==> src/rtl/hsd_pkg.sv <==
package hsd_pkg;

  localparam int MAX_FRAME_BYTES = 256;
  localparam int RING_SLOTS      = 64;

  localparam int CNT_W  = $clog2(MAX_FRAME_BYTES + 1);
  localparam int SLOT_W = $clog2(RING_SLOTS);
  localparam int PKT_W  = 10;
  localparam int PPB_W  = 11;
  localparam int ADDR_W = 5;
  localparam int DATA_W = 32;

  localparam logic [PPB_W-1:0] PPB_MAX = PPB_W'(1024);

  typedef enum logic [2:0] {
    REG_START_FLAG   = 3'd0,
    REG_END_FLAG     = 3'd1,
    REG_ESCAPE_BYTE  = 3'd2,
    REG_UNSTUFF_MASK = 3'd3,
    REG_PIPE_ID      = 3'd4,
    REG_PPB          = 3'd5
  } reg_idx_t;

  typedef enum logic [1:0] {
    FK_NONE = 2'd0,
    FK_ID   = 2'd1,
    FK_CTL  = 2'd2,
    FK_PIPE = 2'd3
  } frame_kind_t;

  typedef struct packed {
    logic [7:0]       start_flag;
    logic [7:0]       end_flag;
    logic [7:0]       escape_byte;
    logic [7:0]       unstuff_mask;
    logic [7:0]       pipe_id;
    logic [PPB_W-1:0] packets_per_block;
  } cfg_t;

  typedef struct packed {
    logic [7:0] rx_byte;
    logic       restart_ring;
  } in_item_t;

  typedef struct packed {
    logic       kind;
    logic       channel;
    logic [7:0] payload_byte;
    logic [7:0] byte_index;
    logic [8:0] frame_length;
    logic       overflowed;
    logic [5:0] ring_slot;
    logic       block_done;
    logic [5:0] block_start_slot;
  } out_item_t;

  typedef struct packed {
    logic      valid;
    out_item_t item;
  } result_t;

endpackage

==> src/rtl/hdlc_style_rx_deframer_top.sv <==
// receive deframer for an hdlc-style byte stream
// in channel: one raw byte per transfer (in_item.rx_byte), with restart_ring
//   clearing the ring slot, block start and packet count before the byte
// out channel: zero or one result per input byte: a payload byte with its
//   channel and index, or a frame end with length, overflow, ring slot and
//   block completion
// cfg port: apb-style, registers at byte address 4*i, read back as written;
//   write only while no transfer is in flight
// latency: a byte taken at one clock edge yields its result in the output
//   register at the next edge, so out_valid rises one cycle after the in
//   transfer
// throughput: one byte per cycle, set by the single pass of compare and
//   count logic between the input register and the output register
// stall: while out_stall holds a result, the next byte waits in the input
//   register and in_stall rises; once both registers are full nothing more
//   is taken
// reset: synchronous, clears frame state, ring state, both valid flags and
//   loads the configuration defaults
module hdlc_style_rx_deframer_top (
  input  logic                      clk,
  input  logic                      rst_n,
  input  logic                      in_valid,
  output logic                      in_stall,
  input  hsd_pkg::in_item_t         in_item,
  output logic                      out_valid,
  input  logic                      out_stall,
  output hsd_pkg::out_item_t        out_item,
  input  logic                      cfg_psel,
  input  logic                      cfg_penable,
  input  logic                      cfg_pwrite,
  input  logic [hsd_pkg::ADDR_W-1:0] cfg_paddr,
  input  logic [hsd_pkg::DATA_W-1:0] cfg_pwdata,
  output logic [hsd_pkg::DATA_W-1:0] cfg_prdata,
  output logic                      cfg_pready
);

  hsd_pkg::cfg_t     cfg;
  hsd_pkg::result_t  res;
  hsd_pkg::in_item_t hold_r;
  logic              hold_valid_r, hold_valid_nxt;
  logic              out_ready;
  logic              step;
  logic              accept;

  assign step     = hold_valid_r && out_ready;
  assign in_stall = hold_valid_r && !out_ready;
  assign accept   = in_valid && !in_stall;

  always_comb begin
    hold_valid_nxt = hold_valid_r;
    if (accept) begin
      hold_valid_nxt = 1'b1;
    end else if (step) begin
      hold_valid_nxt = 1'b0;
    end
  end

  always_ff @(posedge clk) begin
    if (!rst_n) begin
      hold_valid_r <= 1'b0;
    end else begin
      hold_valid_r <= hold_valid_nxt;
    end
  end

  always_ff @(posedge clk) begin
    if (accept) begin
      hold_r <= in_item;
    end
  end

  hsd_cfg_regs u_cfg_regs (
    .clk         (clk),
    .rst_n       (rst_n),
    .cfg_psel    (cfg_psel),
    .cfg_penable (cfg_penable),
    .cfg_pwrite  (cfg_pwrite),
    .cfg_paddr   (cfg_paddr),
    .cfg_pwdata  (cfg_pwdata),
    .cfg_prdata  (cfg_prdata),
    .cfg_pready  (cfg_pready),
    .cfg         (cfg)
  );

  hsd_core u_core (
    .clk   (clk),
    .rst_n (rst_n),
    .cfg   (cfg),
    .step  (step),
    .item  (hold_r),
    .res   (res)
  );

  hsd_out_stage u_out_stage (
    .clk       (clk),
    .rst_n     (rst_n),
    .res       (res),
    .ready     (out_ready),
    .out_valid (out_valid),
    .out_stall (out_stall),
    .out_item  (out_item)
  );

  a_no_overwrite: assert property (@(posedge clk) disable iff (!rst_n)
    (out_valid && out_stall) |-> !res.valid)
    else $error("result register overwritten while stalled");

  a_stall_needs_hold: assert property (@(posedge clk) disable iff (!rst_n)
    in_stall |-> (hold_valid_r && out_valid && out_stall))
    else $error("input stalled without a pending result");

  a_step_loads_out: assert property (@(posedge clk) disable iff (!rst_n)
    res.valid |=> out_valid)
    else $error("result not registered");

  a_block_done_pipe: assert property (@(posedge clk) disable iff (!rst_n)
    (out_valid && out_item.block_done) |-> (out_item.kind && out_item.channel))
    else $error("block completion outside a pipe frame end");

endmodule

==> src/rtl/hsd_cfg_regs.sv <==
module hsd_cfg_regs (
  input  logic                      clk,
  input  logic                      rst_n,
  input  logic                      cfg_psel,
  input  logic                      cfg_penable,
  input  logic                      cfg_pwrite,
  input  logic [hsd_pkg::ADDR_W-1:0] cfg_paddr,
  input  logic [hsd_pkg::DATA_W-1:0] cfg_pwdata,
  output logic [hsd_pkg::DATA_W-1:0] cfg_prdata,
  output logic                      cfg_pready,
  output hsd_pkg::cfg_t             cfg
);

  hsd_pkg::cfg_t    cfg_r;
  hsd_pkg::cfg_t    cfg_nxt;
  hsd_pkg::reg_idx_t idx;
  logic             wr_en;

  assign idx        = hsd_pkg::reg_idx_t'(cfg_paddr[hsd_pkg::ADDR_W-1:2]);
  assign wr_en      = cfg_psel && cfg_penable && cfg_pwrite;
  assign cfg_pready = 1'b1;
  assign cfg        = cfg_r;

  always_comb begin
    cfg_nxt = cfg_r;
    if (wr_en) begin
      case (idx)
        hsd_pkg::REG_START_FLAG:   cfg_nxt.start_flag   = cfg_pwdata[7:0];
        hsd_pkg::REG_END_FLAG:     cfg_nxt.end_flag     = cfg_pwdata[7:0];
        hsd_pkg::REG_ESCAPE_BYTE:  cfg_nxt.escape_byte  = cfg_pwdata[7:0];
        hsd_pkg::REG_UNSTUFF_MASK: cfg_nxt.unstuff_mask = cfg_pwdata[7:0];
        hsd_pkg::REG_PIPE_ID:      cfg_nxt.pipe_id      = cfg_pwdata[7:0];
        hsd_pkg::REG_PPB: begin
          cfg_nxt.packets_per_block = cfg_pwdata[hsd_pkg::PPB_W-1:0];
        end
        default: ;
      endcase
    end
  end

  always_comb begin
    case (idx)
      hsd_pkg::REG_START_FLAG:   cfg_prdata = 32'(cfg_r.start_flag);
      hsd_pkg::REG_END_FLAG:     cfg_prdata = 32'(cfg_r.end_flag);
      hsd_pkg::REG_ESCAPE_BYTE:  cfg_prdata = 32'(cfg_r.escape_byte);
      hsd_pkg::REG_UNSTUFF_MASK: cfg_prdata = 32'(cfg_r.unstuff_mask);
      hsd_pkg::REG_PIPE_ID:      cfg_prdata = 32'(cfg_r.pipe_id);
      hsd_pkg::REG_PPB:          cfg_prdata = 32'(cfg_r.packets_per_block);
      default:                   cfg_prdata = '0;
    endcase
  end

  always_ff @(posedge clk) begin
    if (!rst_n) begin
      cfg_r.start_flag        <= 8'd126;
      cfg_r.end_flag          <= 8'd125;
      cfg_r.escape_byte       <= 8'd124;
      cfg_r.unstuff_mask      <= 8'd32;
      cfg_r.pipe_id           <= 8'd0;
      cfg_r.packets_per_block <= hsd_pkg::PPB_W'(16);
    end else begin
      cfg_r <= cfg_nxt;
    end
  end

endmodule

==> src/rtl/hsd_core.sv <==
module hsd_core (
  input  logic              clk,
  input  logic              rst_n,
  input  hsd_pkg::cfg_t     cfg,
  input  logic              step,
  input  hsd_pkg::in_item_t item,
  output hsd_pkg::result_t  res
);

  logic                        in_frame_r, in_frame_nxt;
  logic                        esc_r, esc_nxt;
  logic                        ovf_r, ovf_nxt;
  hsd_pkg::frame_kind_t        fk_r, fk_nxt;
  logic [hsd_pkg::CNT_W-1:0]   cnt_r, cnt_nxt;
  logic [hsd_pkg::SLOT_W-1:0]  head_r, head_nxt;
  logic [hsd_pkg::SLOT_W-1:0]  bstart_r, bstart_nxt;
  logic [hsd_pkg::PKT_W-1:0]   pkt_r, pkt_nxt;

  logic [7:0]                  b;
  logic [hsd_pkg::SLOT_W-1:0]  head_eff, bstart_eff, head_wrap;
  logic [hsd_pkg::SLOT_W:0]    head_inc;
  logic [hsd_pkg::PKT_W-1:0]   pkt_eff;
  logic [hsd_pkg::PPB_W-1:0]   ppb_eff, pkt_next;
  logic                        do_store, store_pipe;
  logic [7:0]                  store_byte;

  assign b = item.rx_byte;

  always_comb begin
    head_eff   = item.restart_ring ? '0 : head_r;
    bstart_eff = item.restart_ring ? '0 : bstart_r;
    pkt_eff    = item.restart_ring ? '0 : pkt_r;

    head_inc  = {1'b0, head_eff} + 1'b1;
    head_wrap = (head_inc >= (hsd_pkg::SLOT_W + 1)'(hsd_pkg::RING_SLOTS)) ?
                '0 : head_inc[hsd_pkg::SLOT_W-1:0];

    if (cfg.packets_per_block == '0) begin
      ppb_eff = hsd_pkg::PPB_W'(1);
    end else if (cfg.packets_per_block > hsd_pkg::PPB_MAX) begin
      ppb_eff = hsd_pkg::PPB_MAX;
    end else begin
      ppb_eff = cfg.packets_per_block;
    end
    pkt_next = hsd_pkg::PPB_W'(pkt_eff) + 1'b1;

    in_frame_nxt = in_frame_r;
    esc_nxt      = esc_r;
    ovf_nxt      = ovf_r;
    fk_nxt       = fk_r;
    cnt_nxt      = cnt_r;
    head_nxt     = head_eff;
    bstart_nxt   = bstart_eff;
    pkt_nxt      = pkt_eff;
    do_store     = 1'b0;
    store_pipe   = 1'b0;
    store_byte   = b;
    res          = '0;

    if (in_frame_r && b == cfg.end_flag) begin
      in_frame_nxt = 1'b0;
      esc_nxt      = 1'b0;
      fk_nxt       = hsd_pkg::FK_NONE;
      case (fk_r)
        hsd_pkg::FK_CTL: begin
          res.valid             = 1'b1;
          res.item.kind         = 1'b1;
          res.item.frame_length = 9'(cnt_r);
          res.item.overflowed   = ovf_r;
        end
        hsd_pkg::FK_PIPE: begin
          res.valid             = 1'b1;
          res.item.kind         = 1'b1;
          res.item.channel      = 1'b1;
          res.item.frame_length = 9'(cnt_r);
          res.item.overflowed   = ovf_r;
          res.item.ring_slot    = 6'(head_eff);
          head_nxt              = head_wrap;
          if (pkt_next >= ppb_eff) begin
            pkt_nxt                   = '0;
            res.item.block_done       = 1'b1;
            res.item.block_start_slot = 6'(bstart_eff);
            bstart_nxt                = head_wrap;
          end else begin
            pkt_nxt = pkt_next[hsd_pkg::PKT_W-1:0];
          end
        end
        default: ;
      endcase
    end else if (b == cfg.start_flag) begin
      in_frame_nxt = 1'b1;
      esc_nxt      = 1'b0;
      ovf_nxt      = 1'b0;
      fk_nxt       = hsd_pkg::FK_ID;
      cnt_nxt      = '0;
    end else if (in_frame_r) begin
      if (fk_r == hsd_pkg::FK_ID) begin
        store_pipe = (b == cfg.pipe_id);
        fk_nxt     = store_pipe ? hsd_pkg::FK_PIPE : hsd_pkg::FK_CTL;
        do_store   = 1'b1;
      end else if (b == cfg.escape_byte) begin
        esc_nxt = 1'b1;
      end else begin
        store_pipe = (fk_r == hsd_pkg::FK_PIPE);
        do_store   = 1'b1;
        if (esc_r) begin
          esc_nxt    = 1'b0;
          store_byte = b ^ cfg.unstuff_mask;
        end
      end
    end

    if (do_store) begin
      if (cnt_r >= hsd_pkg::CNT_W'(hsd_pkg::MAX_FRAME_BYTES)) begin
        ovf_nxt = 1'b1;
      end else begin
        res.valid             = 1'b1;
        res.item.channel      = store_pipe;
        res.item.payload_byte = store_byte;
        res.item.byte_index   = 8'(cnt_r);
        res.item.ring_slot    = store_pipe ? 6'(head_eff) : 6'd0;
        cnt_nxt               = cnt_r + 1'b1;
      end
    end

    if (!step) begin
      res.valid = 1'b0;
    end
  end

  always_ff @(posedge clk) begin
    if (!rst_n) begin
      in_frame_r <= 1'b0;
      esc_r      <= 1'b0;
      ovf_r      <= 1'b0;
      fk_r       <= hsd_pkg::FK_NONE;
      cnt_r      <= '0;
      head_r     <= '0;
      bstart_r   <= '0;
      pkt_r      <= '0;
    end else if (step) begin
      in_frame_r <= in_frame_nxt;
      esc_r      <= esc_nxt;
      ovf_r      <= ovf_nxt;
      fk_r       <= fk_nxt;
      cnt_r      <= cnt_nxt;
      head_r     <= head_nxt;
      bstart_r   <= bstart_nxt;
      pkt_r      <= pkt_nxt;
    end
  end

endmodule

==> src/rtl/hsd_out_stage.sv <==
module hsd_out_stage (
  input  logic               clk,
  input  logic               rst_n,
  input  hsd_pkg::result_t   res,
  output logic               ready,
  output logic               out_valid,
  input  logic               out_stall,
  output hsd_pkg::out_item_t out_item
);

  logic               valid_r, valid_nxt;
  hsd_pkg::out_item_t item_r;

  assign ready     = !valid_r || !out_stall;
  assign out_valid = valid_r;
  assign out_item  = item_r;

  always_comb begin
    valid_nxt = valid_r;
    if (res.valid) begin
      valid_nxt = 1'b1;
    end else if (valid_r && !out_stall) begin
      valid_nxt = 1'b0;
    end
  end

  always_ff @(posedge clk) begin
    if (!rst_n) begin
      valid_r <= 1'b0;
    end else begin
      valid_r <= valid_nxt;
    end
  end

  always_ff @(posedge clk) begin
    if (res.valid) begin
      item_r <= res.item;
    end
  end

endmodule

==> config.mk <==
export PLATFORM = sky130hd
export DESIGN_NAME = hdlc_style_rx_deframer_top
export DESIGN_NICKNAME = d
export VERILOG_FILES = /design/src/rtl/hsd_pkg.sv /design/src/rtl/hdlc_style_rx_deframer_top.sv /design/src/rtl/hsd_cfg_regs.sv /design/src/rtl/hsd_core.sv /design/src/rtl/hsd_out_stage.sv
export SDC_FILE = /design/constraint.sdc
export NUM_CORES = 1
export LEC_CHECK = 0
export BUFFER_PORTS_ARGS = -buffer_cell sky130_fd_sc_hd__buf_4
export CAP_MARGIN = 5
export CORE_ASPECT_RATIO = 1.4
export CORE_MARGIN = 3
export CORE_UTILIZATION = 30
export CTS_CLUSTER_SIZE = 30
export DETAILED_ROUTE_END_ITERATION = 7
export GPL_TIMING_DRIVEN = 0
export PLACE_DENSITY = 0.51
export SLEW_MARGIN = 10
export SYNTH_ARGS = -nofsm -noshare
export SYNTH_HDL_FRONTEND = slang
export SYNTH_SLANG_ARGS = --single-unit
==> constraint.sdc <==
create_clock -name clk -period 4.6 [get_ports clk]
set_input_delay 0.92 -clock clk [delete_from_list [all_inputs] [get_ports clk]]
set_output_delay 0.92 -clock clk [all_outputs]
set_load 0.05 [all_outputs]
==> flow_metrics.tcl <==
set metrics [dict create \
    core_um2 23450 \
    drive_above_1_share_pct 18.76 \
    port_buffers 81 \
    outcome "completed" \
    post-route-util_pct 38.16 \
    power_w 0.003059 \
    critPathSlowestCell "a311oi_2" \
    gp_congestion 0.8879 \
    critPathMaxStageDelay_ns 0.59 \
    gr-usage-all-layers_pct 15.79 \
    htree_levels 4 \
    use_met2_pct 27.49 \
    start_kind "flip-flop" \
    required_ns 4.78 \
    final_common_cell "buf_4" \
    synth_compound_area_share_pct 10.38 \
    cts_buffer_depth 2 \
    dpl.cell_count 1175 \
    gr-usage-met1_pct 19.42 \
    skew_ns 0.009354 \
    routedWlPerCell_um 16.43 \
    clk_pin_slew_ns 0.06 \
    std_cell_rows 66 \
    synthXorXnorAreaFrac_pct 6.397 \
    grt_first_pass_wirelength_um 31540 \
    totalWireLength_um 19830 \
    layout_setup_ws_ns 0.4478 \
    slew_violations 0 \
    cts_tree "built" \
    slew-limit-headroom_pct 26.80 \
    cts-root-buf "clkbuf_16" \
    syn-instance-count 767 \
    setup_viol 0 \
    fin_crit_ns 4.152 \
    grt-ovfl-total 0 \
    antenna_found_initial 0 \
    grt_pass1_vias 5625 \
    final_nets 956 \
    ys_seq_area_share_pct 45.61 \
    io_pins 129 \
    postCtsHoldBufs 0 \
    synth_fa_ha_area_share_pct 2.607 \
    rsz0062_at_grt "no" \
    synth_top_family_by_area "simple AND/OR/NAND/NOR gates" \
    crit_chain "clkbuf_1 > clkbuf_2 > nor2b_1 > ha_1 > and2_1 > and4_1 > xnor2_1 > inv_1 > ha_1 > a21oi_1 > o21ai_0 > a311oi_2 > nor3_1 > and2_1" \
    drt-initial-drc-count 411 \
    layout.cells.non_filler 1207 \
    synth-seq-cells 139 \
    synth_warnings 0 \
    power.density_nw_per_um2 341.8 \
    start_util_pct 30.69 \
    worstSetupEndpointType "flip-flop" \
    drc 0 \
    yosysUniqueCellTypes 67 \
    path_class "reg2reg" \
    crit_path_max_fanout 10 \
    num_vias 5717 \
    cts_buffers 17 \
    viasPerCell 4.737 \
    ys.flop_type "dfxtp_1" \
    post-place-ws_ns 0.2481 \
    clk_latency_ns 0.43 \
    drt-pass1-iter-count 4 \
    vdd_drop_max_uv 251.4 \
    grt_max_degree 26 \
    hp-class "reg2reg" \
    syn_area_um2 7198 \
    postCtsSetupRepairBufs 0 \
    async_flop_share_pct 0 \
    finalHoldViolCount 0 \
    clock.fmax_mhz 240.8 \
    final_cell_mix "104 x buf_4, 95 x nand2_1, 89 x dfxtp_1, 79 x nor2_1, 50 x edfxtp_1" \
    use_met3_pct 3.296 \
    synth-edff-count 50 \
    cts-resized-gates 0 \
    max_cap_violations 0 \
    yosys.area_share.simple_pct 22.27 \
    worst_hold_slack_ns 0.4711 \
    top_usage_layer "met2" \
    crit_arrival_ns 4.33 \
    cts.sinks 139 \
    p_leak_nw 3.409 \
    die_w_um 136.9 \
    ant_nets 0 \
    antenna_cells 0 \
    synthToLayoutAreaGrowth_pct 24.34 \
    die_area_um2 25920 \
    worst_slew_pin_slew_ns 1.096 \
    min_period_over_period_pct 90.26 \
    syn-mean-instance-area_um2 9.385 \
    dp_hpwl_um 15150 \
    synthMuxAreaShare_pct 6.918 \
    die_y_um 189.3 \
]
==> logic make-up after synthesis <==
kind of cell	Yosys count
AOI/OAI and AO/OA	115
xor gates and xnor gates	50
adders and majority gates	15
buffers and inverters	80
DFF	139
muxes	47
other	2
and+or+nand+nor	319
==> where the power goes <==
part | switching, W | internal [W]
registers | 0.00000744 | 0.00128
clock network | 0.000549 | 0.000982
logic | 0.000165 | 0.0000795
total | 0.000721 | 0.00234
==> Yosys cell counts (all sizes together), types with 7 or more instances <==
cell | n | area, um2
xor2 | 19 | 166.4
ha | 15 | 187.7
mux2i | 43 | 430.4
nand2 | 95 | 356.6
a21boi | 7 | 56.30
buf | 37 | 250.2
o21ai | 31 | 158.9
nor2 | 81 | 320.3
inv | 13 | 48.80
a21oi | 31 | 155.2
and2 | 22 | 140.1
nor3 | 8 | 45.04
dfxtp | 89 | 1782
edfxtp | 50 | 1501
clkbuf | 27 | 101.4
xnor2 | 31 | 294.0
nor2b | 17 | 106.4
nand3 | 36 | 180.2
and3 | 22 | 137.6
nand4 | 11 | 68.82
==> final cells by class <==
class | count | area, um2
inverter | 16 | 60.06
clock inverter | 13 | 214.0
fill | 2417 | 14500
clock buffer | 19 | 442.9
timing repair buffer | 82 | 628.1
multi-input combinational | 568 | 3586
buffer | 64 | 352.8
sequential | 139 | 3283
tap | 306 | 382.9
==> final timing paths <==
path,end,start,cells after the start,slack [ns]
setup / recovery,u_out_stage.out_item[3],hold_r[0],14,0.45
setup reg to reg,u_out_stage.out_item[3],hold_r[0],14,0.45
hold reg to reg,u_core.pkt_r[9],u_core.pkt_r[9],2,0.47
hold / removal,u_core.pkt_r[9],u_core.pkt_r[9],2,0.47
==> state kept, by name, summed over array words and instances (netlist names) <==
signal                 count
u_core.pkt_r              10
u_core.ovf_r               1
u_core.fk_r                2
u_out_stage.out_item      41
hold_valid_r               1
hold_r                     9
u_core.esc_r               1
u_core.bstart_r            6
u_core.in_frame_r          1
u_out_stage.out_valid      1
u_core.cnt_r               9
u_cfg_regs.cfg            51
u_core.head_r              6
==> routing by layer <==
layer  share of wire (%)  routed length [um]
met1                  43                8552
met2                  51               10060
met3                 4.1                 819
met4                 2.0                 393
met5                   0                   0
==> per-stage QoR <==
step / cell area [um2] / TNS (ns)
global placement: 8264 / -12.55
CTS: 8949 / 0
floorplan: 7273 / 0
global route: 8950 / 0
finish: 8950 / 0
detailed placement: 8292 / 0
==> critical path: cells and delay by family, from the launching register on <==
| kind | cells | cell delay [ns] |
|---|---|---|
| buffers and inverters | 3 | 0.86 |
| AO/OA/AOI/OAI | 3 | 0.88 |
| XOR/XNOR | 1 | 0.19 |
| AND/OR/NAND/NOR | 5 | 0.96 |
| adder cells (fa/ha/maj) | 2 | 0.54 |
| flip-flops | 1 | 0.47 |
Note: power is estimated with default switching activity, not from simulation.
